<file path="config.mk">
export PLATFORM = sky130hd
export DESIGN_NAME = gra_cell
export DESIGN_NICKNAME = d
export VERILOG_FILES = /design/src/design/gra_pkg.sv /design/src/design/gra_cell.sv
export SDC_FILE = /design/constraint.sdc
export NUM_CORES = 1
export LEC_CHECK = 0
export BUFFER_PORTS_ARGS = -buffer_cell sky130_fd_sc_hd__buf_2
export CAP_MARGIN = 20
export CORE_MARGIN = 2
export CORE_UTILIZATION = 38
export CTS_CLUSTER_DIAMETER = 40
export DETAILED_ROUTE_END_ITERATION = 10
export PLACE_DENSITY = 0.77
export SLEW_MARGIN = 20
export SYNTH_ARGS = -nofsm -noshare
export SYNTH_HDL_FRONTEND = slang
export SYNTH_SLANG_ARGS = --single-unit
</file>
<file path="constraint.sdc">
create_clock -name clock -period 4.28 [get_ports clock]
set_clock_uncertainty 0.05 [all_clocks]
set_input_delay 0.856 -clock clock [delete_from_list [all_inputs] [get_ports clock]]
set_output_delay 0.856 -clock clock [all_outputs]
set_load 0.01 [all_outputs]
</file>
<file path="src/design/gra_pkg.sv">
// Shared types, constants and helpers for the guillotine rectangle allocator.
`timescale 1ns / 1ps

package gra_pkg;

   localparam int MAX_FREE_RECTS = 64;
   localparam int IDX_W          = $clog2(MAX_FREE_RECTS);
   localparam int CNT_W          = $clog2(MAX_FREE_RECTS + 1);
   localparam int COORD_W        = 11;

   localparam logic       CMD_PLACE      = 1'b0;
   localparam logic       CMD_RELEASE    = 1'b1;
   localparam logic [1:0] STATUS_OK      = 2'd0;
   localparam logic [1:0] STATUS_TOO_BIG = 2'd1;
   localparam logic [1:0] STATUS_FULL    = 2'd2;
   localparam logic       REG_PAGE_W     = 1'b0;
   localparam logic       REG_PAGE_H     = 1'b1;
   localparam logic [3:0] LOG2_MIN       = 4'd8;
   localparam logic [3:0] LOG2_MAX       = 4'd10;

   typedef struct packed {
      logic        command;
      logic [10:0] req_width;
      logic [10:0] req_height;
   } gra_req_type;

   typedef struct packed {
      logic [1:0]  status;
      logic [15:0] page_number;
      logic [9:0]  pos_x;
      logic [9:0]  pos_y;
      logic [15:0] resource_id;
   } gra_rsp_type;

   typedef struct packed {
      logic [COORD_W-1:0] x;
      logic [COORD_W-1:0] y;
      logic [COORD_W-1:0] w;
      logic [COORD_W-1:0] h;
   } gra_entry_type;

   typedef struct packed {
      logic              shift;
      logic              wa_en;
      logic [IDX_W-1:0]  wa_idx;
      gra_entry_type     wa_data;
      logic              wb_en;
      logic [IDX_W-1:0]  wb_idx;
      gra_entry_type     wb_data;
   } gra_cell_ctl_type;

   typedef enum logic [1:0] {
      ST_IDLE,
      ST_SCAN,
      ST_APPEND,
      ST_FINISH
   } gra_state_type;

   // Page side in pixels from a log2 register, clamped to the legal range.
   function automatic logic [COORD_W-1:0] side_of(input logic [3:0] lg);
      logic [COORD_W-1:0] side;
      side = 11'd256;
      if (lg >= LOG2_MAX) begin
         side = 11'd1024;
      end else if (lg == 4'd9) begin
         side = 11'd512;
      end
      return side;
   endfunction

endpackage

</file>
<file path="src/design/gra_cell.sv">
// One cell of the free-list chain: holds one entry, shifts toward the head.
`timescale 1ns / 1ps

module gra_cell (
   input  logic                        clock,
   input  logic [gra_pkg::IDX_W-1:0]   cell_idx,
   input  gra_pkg::gra_cell_ctl_type   ctl,
   input  gra_pkg::gra_entry_type      from_next,
   output gra_pkg::gra_entry_type      entry
);

   gra_pkg::gra_entry_type entry_ff;
   gra_pkg::gra_entry_type entry_in;

   // Direct writes win over the shift.
   always_comb begin
      entry_in = entry_ff;
      if (ctl.wa_en && (ctl.wa_idx == cell_idx)) begin
         entry_in = ctl.wa_data;
      end else if (ctl.wb_en && (ctl.wb_idx == cell_idx)) begin
         entry_in = ctl.wb_data;
      end else if (ctl.shift) begin
         entry_in = from_next;
      end
   end

   always_ff @(posedge clock) begin
      entry_ff <= entry_in;
   end

   assign entry = entry_ff;

endmodule

</file>
==> results.sh <==
export IMPL_fp_dieH_microns=90.09
export IMPL_regArea_sq_mm=0.001321
export IMPL_rsz0062_at_grt="false"
export IMPL_grt_pass1_wl_microns=12900
export IMPL_cp_arrival_ns=3.22
export IMPL_max_clock_freq_mhz=309.0
export IMPL_p_per_area_mw_per_mm2=261.1
export IMPL_tightestPinTransition_ns=0.8327
export IMPL_ant_nets=0
export IMPL_cp_start_kind="input pin"
export IMPL_synth_fp_nets=477
export IMPL_netSwitchingFraction=0.2768
export IMPL_dp_final_hpwl_microns=6167
export IMPL_ioPinCount=198
export IMPL_ctsResizeCount=0
export IMPL_vias_per_cell=5.161
export IMPL_min_to="entry[19]"
export IMPL_tns_ns=0
export IMPL_cts_setup_buffers=0
export IMPL_start_util=0.3904
export IMPL_crit_buf_inv=3
export IMPL_intPower_mw=0.7425
export IMPL_avgSynthCellArea_sq_um=8.720
export IMPL_via_count=3102
export IMPL_min_from="ctl[70]"
export IMPL_multi_input_area_sq_mm=0.001231
export IMPL_hold_viol_final=0
export IMPL_p_total_mw=1.027
export IMPL_seqPwrFrac=0.518
export IMPL_fin_crit_ns=3.237
export IMPL_largest_reg_flops=44
export IMPL_final_core_util=0.5451
export IMPL_placed_cell_area_sq_mm=0.003850
export IMPL_hold_path_class="in2reg"
export IMPL_required_ns=4.26
export IMPL_cts_root_buf="clkbuf_8"
export IMPL_crit_path_top_delay_cell="or2_2"
export IMPL_n_fill_cell=708
export IMPL_switchingPower_mw=0.2842
export IMPL_drv_slew=0
export IMPL_cts_sinks=44
export IMPL_die_area_sq_mm=0.008116
export IMPL_slew_headroom=0.4449
export IMPL_clk_pin_slew_worst_paths_ns=0.08
export IMPL_cts_buffers=5
export IMPL_pwr_share_clk=0.239
export IMPL_cp_top_family="buffers and inverters"
export IMPL_hold_depth=3
export IMPL_drive_gt1_frac=0.4303
export IMPL_ys_ff_latch=44
export IMPL_netlist_area_sq_mm=0.002816
export IMPL_wl_met2_microns=4109
export IMPL_cp_common_cell="buf_4"
export IMPL_stdcell_count=601
export IMPL_pre_cts_ws_ns=0.6887
export IMPL_area_growth_pct=39.63
export IMPL_end_kind="flop"
export IMPL_fin_nets=655
export IMPL_antenna_cells=0
export IMPL_first_global_vias=2771
export IMPL_holdBufCountCts=0
export IMPL_whs_ns=0.8700
export IMPL_p_comb_frac=0.243
export IMPL_grtUsageTotal=0.1934
export IMPL_grt_max_degree=83
export IMPL_ys_seq_area_frac=0.4691
export IMPL_num_rows=31
export IMPL_drc=0
export IMPL_dp_cells=593
export IMPL_place_congestion=0.8170
export IMPL_synth_cells=323
export IMPL_core_area_sq_mm=0.007214
export IMPL_p_leak_nw=1.702
export IMPL_yosysWarnings=0
export IMPL_final_area_sq_mm=0.003933
export IMPL_synth_distinct_cells=20
export IMPL_drt_iter0_markers=145
export IMPL_drt_first_pass_iters=4
export IMPL_outcome="finished clean"
export IMPL_antenna_found_initial=0
export IMPL_worst_slack_ns=1.043
export IMPL_crit_fanout=45
export IMPL_critical_path_class="in2reg"
export IMPL_grt_overflow=0
export IMPL_wl_met3_microns=641
export IMPL_highest_layer="met4"
export IMPL_wirelength_met1_microns=3342
export IMPL_io_buffers=197
export IMPL_cts_buffer_depth=2
export IMPL_vdd_drop_max_mv=0.1283
export IMPL_totalWireLength_microns=8220
export IMPL_die_width_microns=90.09
export IMPL_path_cells="buf_2 -> xnor2_1 -> nand4_1 -> buf_4 -> or2_2 -> o211ai_1 -> buf_4"
export IMPL_period_share=0.7562
export IMPL_max_stage_delay_ns=0.75
export IMPL_cts_tree="yes"
export IMPL_setup_violations_final=0
export IMPL_timing_max_cap_violations=0
export IMPL_wl_per_cell_microns=13.68
export IMPL_htreeDepth=2
area by class of cell:
type                       count  share of cell area
clock buffer                   5             0.01750
timing repair buffer         203              0.2622
inverter                      38             0.03627
sequential                    44              0.3360
clock inverter                 3            0.003500
multi-input combinational    209              0.3131
tap                           99             0.03150
logic make-up (layout without fill, tap and decap cells):
family | Yosys count | after routing | synth area share
AOI/OAI and AO/OA | 89 | 89 | 0.1786
buffers and inverters | 70 | 249 | 0.1066
DFF | 44 | 44 | 0.4691
and+or+nand+nor | 108 | 108 | 0.2084
xor gates and xnor gates | 12 | 12 | 0.03732
layer usage:
layer / vias to the layer above / global-route usage
li1: 1539 / -
met1: 1398 / 0.2340
met2: 154 / 0.3434
met3: 11 / 0.04443
met4: 0 / 0.05641
met5: - / 0
synth_stat cells:
cell | n | area (sq um)
o21ai_0 | 39 | 195.2
or2_2 | 1 | 6.260
nand4_1 | 1 | 6.260
nand2_1 | 14 | 52.55
o211ai_1 | 1 | 7.510
buf_1 | 1 | 3.750
and3_1 | 1 | 6.260
buf_6 | 5 | 56.30
o21ai_1 | 5 | 25.02
edfxtp_1 | 44 | 1321
nor4_1 | 7 | 43.79
inv_1 | 38 | 142.6
xor2_1 | 3 | 26.28
xnor2_1 | 9 | 78.83
a31oi_1 | 44 | 275.3
or3_1 | 37 | 231.5
or4b_1 | 1 | 10.01
nor3_1 | 44 | 220.2
clkbuf_1 | 26 | 97.59
nand3_1 | 2 | 10.01
cells in the final DEF, fill, tap and decap left out:
cell / n
edfxtp_1: 44
clkbuf_8: 5
xnor2_1: 9
nor4_1: 7
buf_4: 6
or4b_2: 1
xor2_2: 1
o21ai_1: 5
nand2_1: 14
o21ai_0: 39
nand3_2: 2
xor2_4: 1
nand4_1: 1
clkinv_1: 1
and3_1: 1
buf_2: 197
xor2_1: 1
clkinv_2: 2
or3_1: 37
nor3_1: 44
o211ai_1: 1
or2_2: 1
inv_1: 38
a31oi_1: 44
power groups by stage:
stage,combinational (mW),clock (mW),sequential (mW)
global route,0.273,0.270,0.537
global placement,0.245,0,0.541
detailed placement,0.250,0,0.542
CTS,0.250,0.253,0.532
floorplan,0.0967,0,0.567
finish,0.249,0.245,0.532
worst max path at each step:
| stage | from | endpoint | depth (start not counted) |
|---|---|---|---|
| floorplan | cell_idx[0] | entry[0] | 5 |
| global placement | cell_idx[0] | entry[4] | 7 |
| detailed placement | cell_idx[0] | entry[19] | 7 |
| CTS | cell_idx[0] | entry[4] | 7 |
| global route | cell_idx[0] | entry[7] | 7 |
| finish | cell_idx[0] | entry[7] | 7 |
No activity file was read; power rests on OpenSTA's default activity.
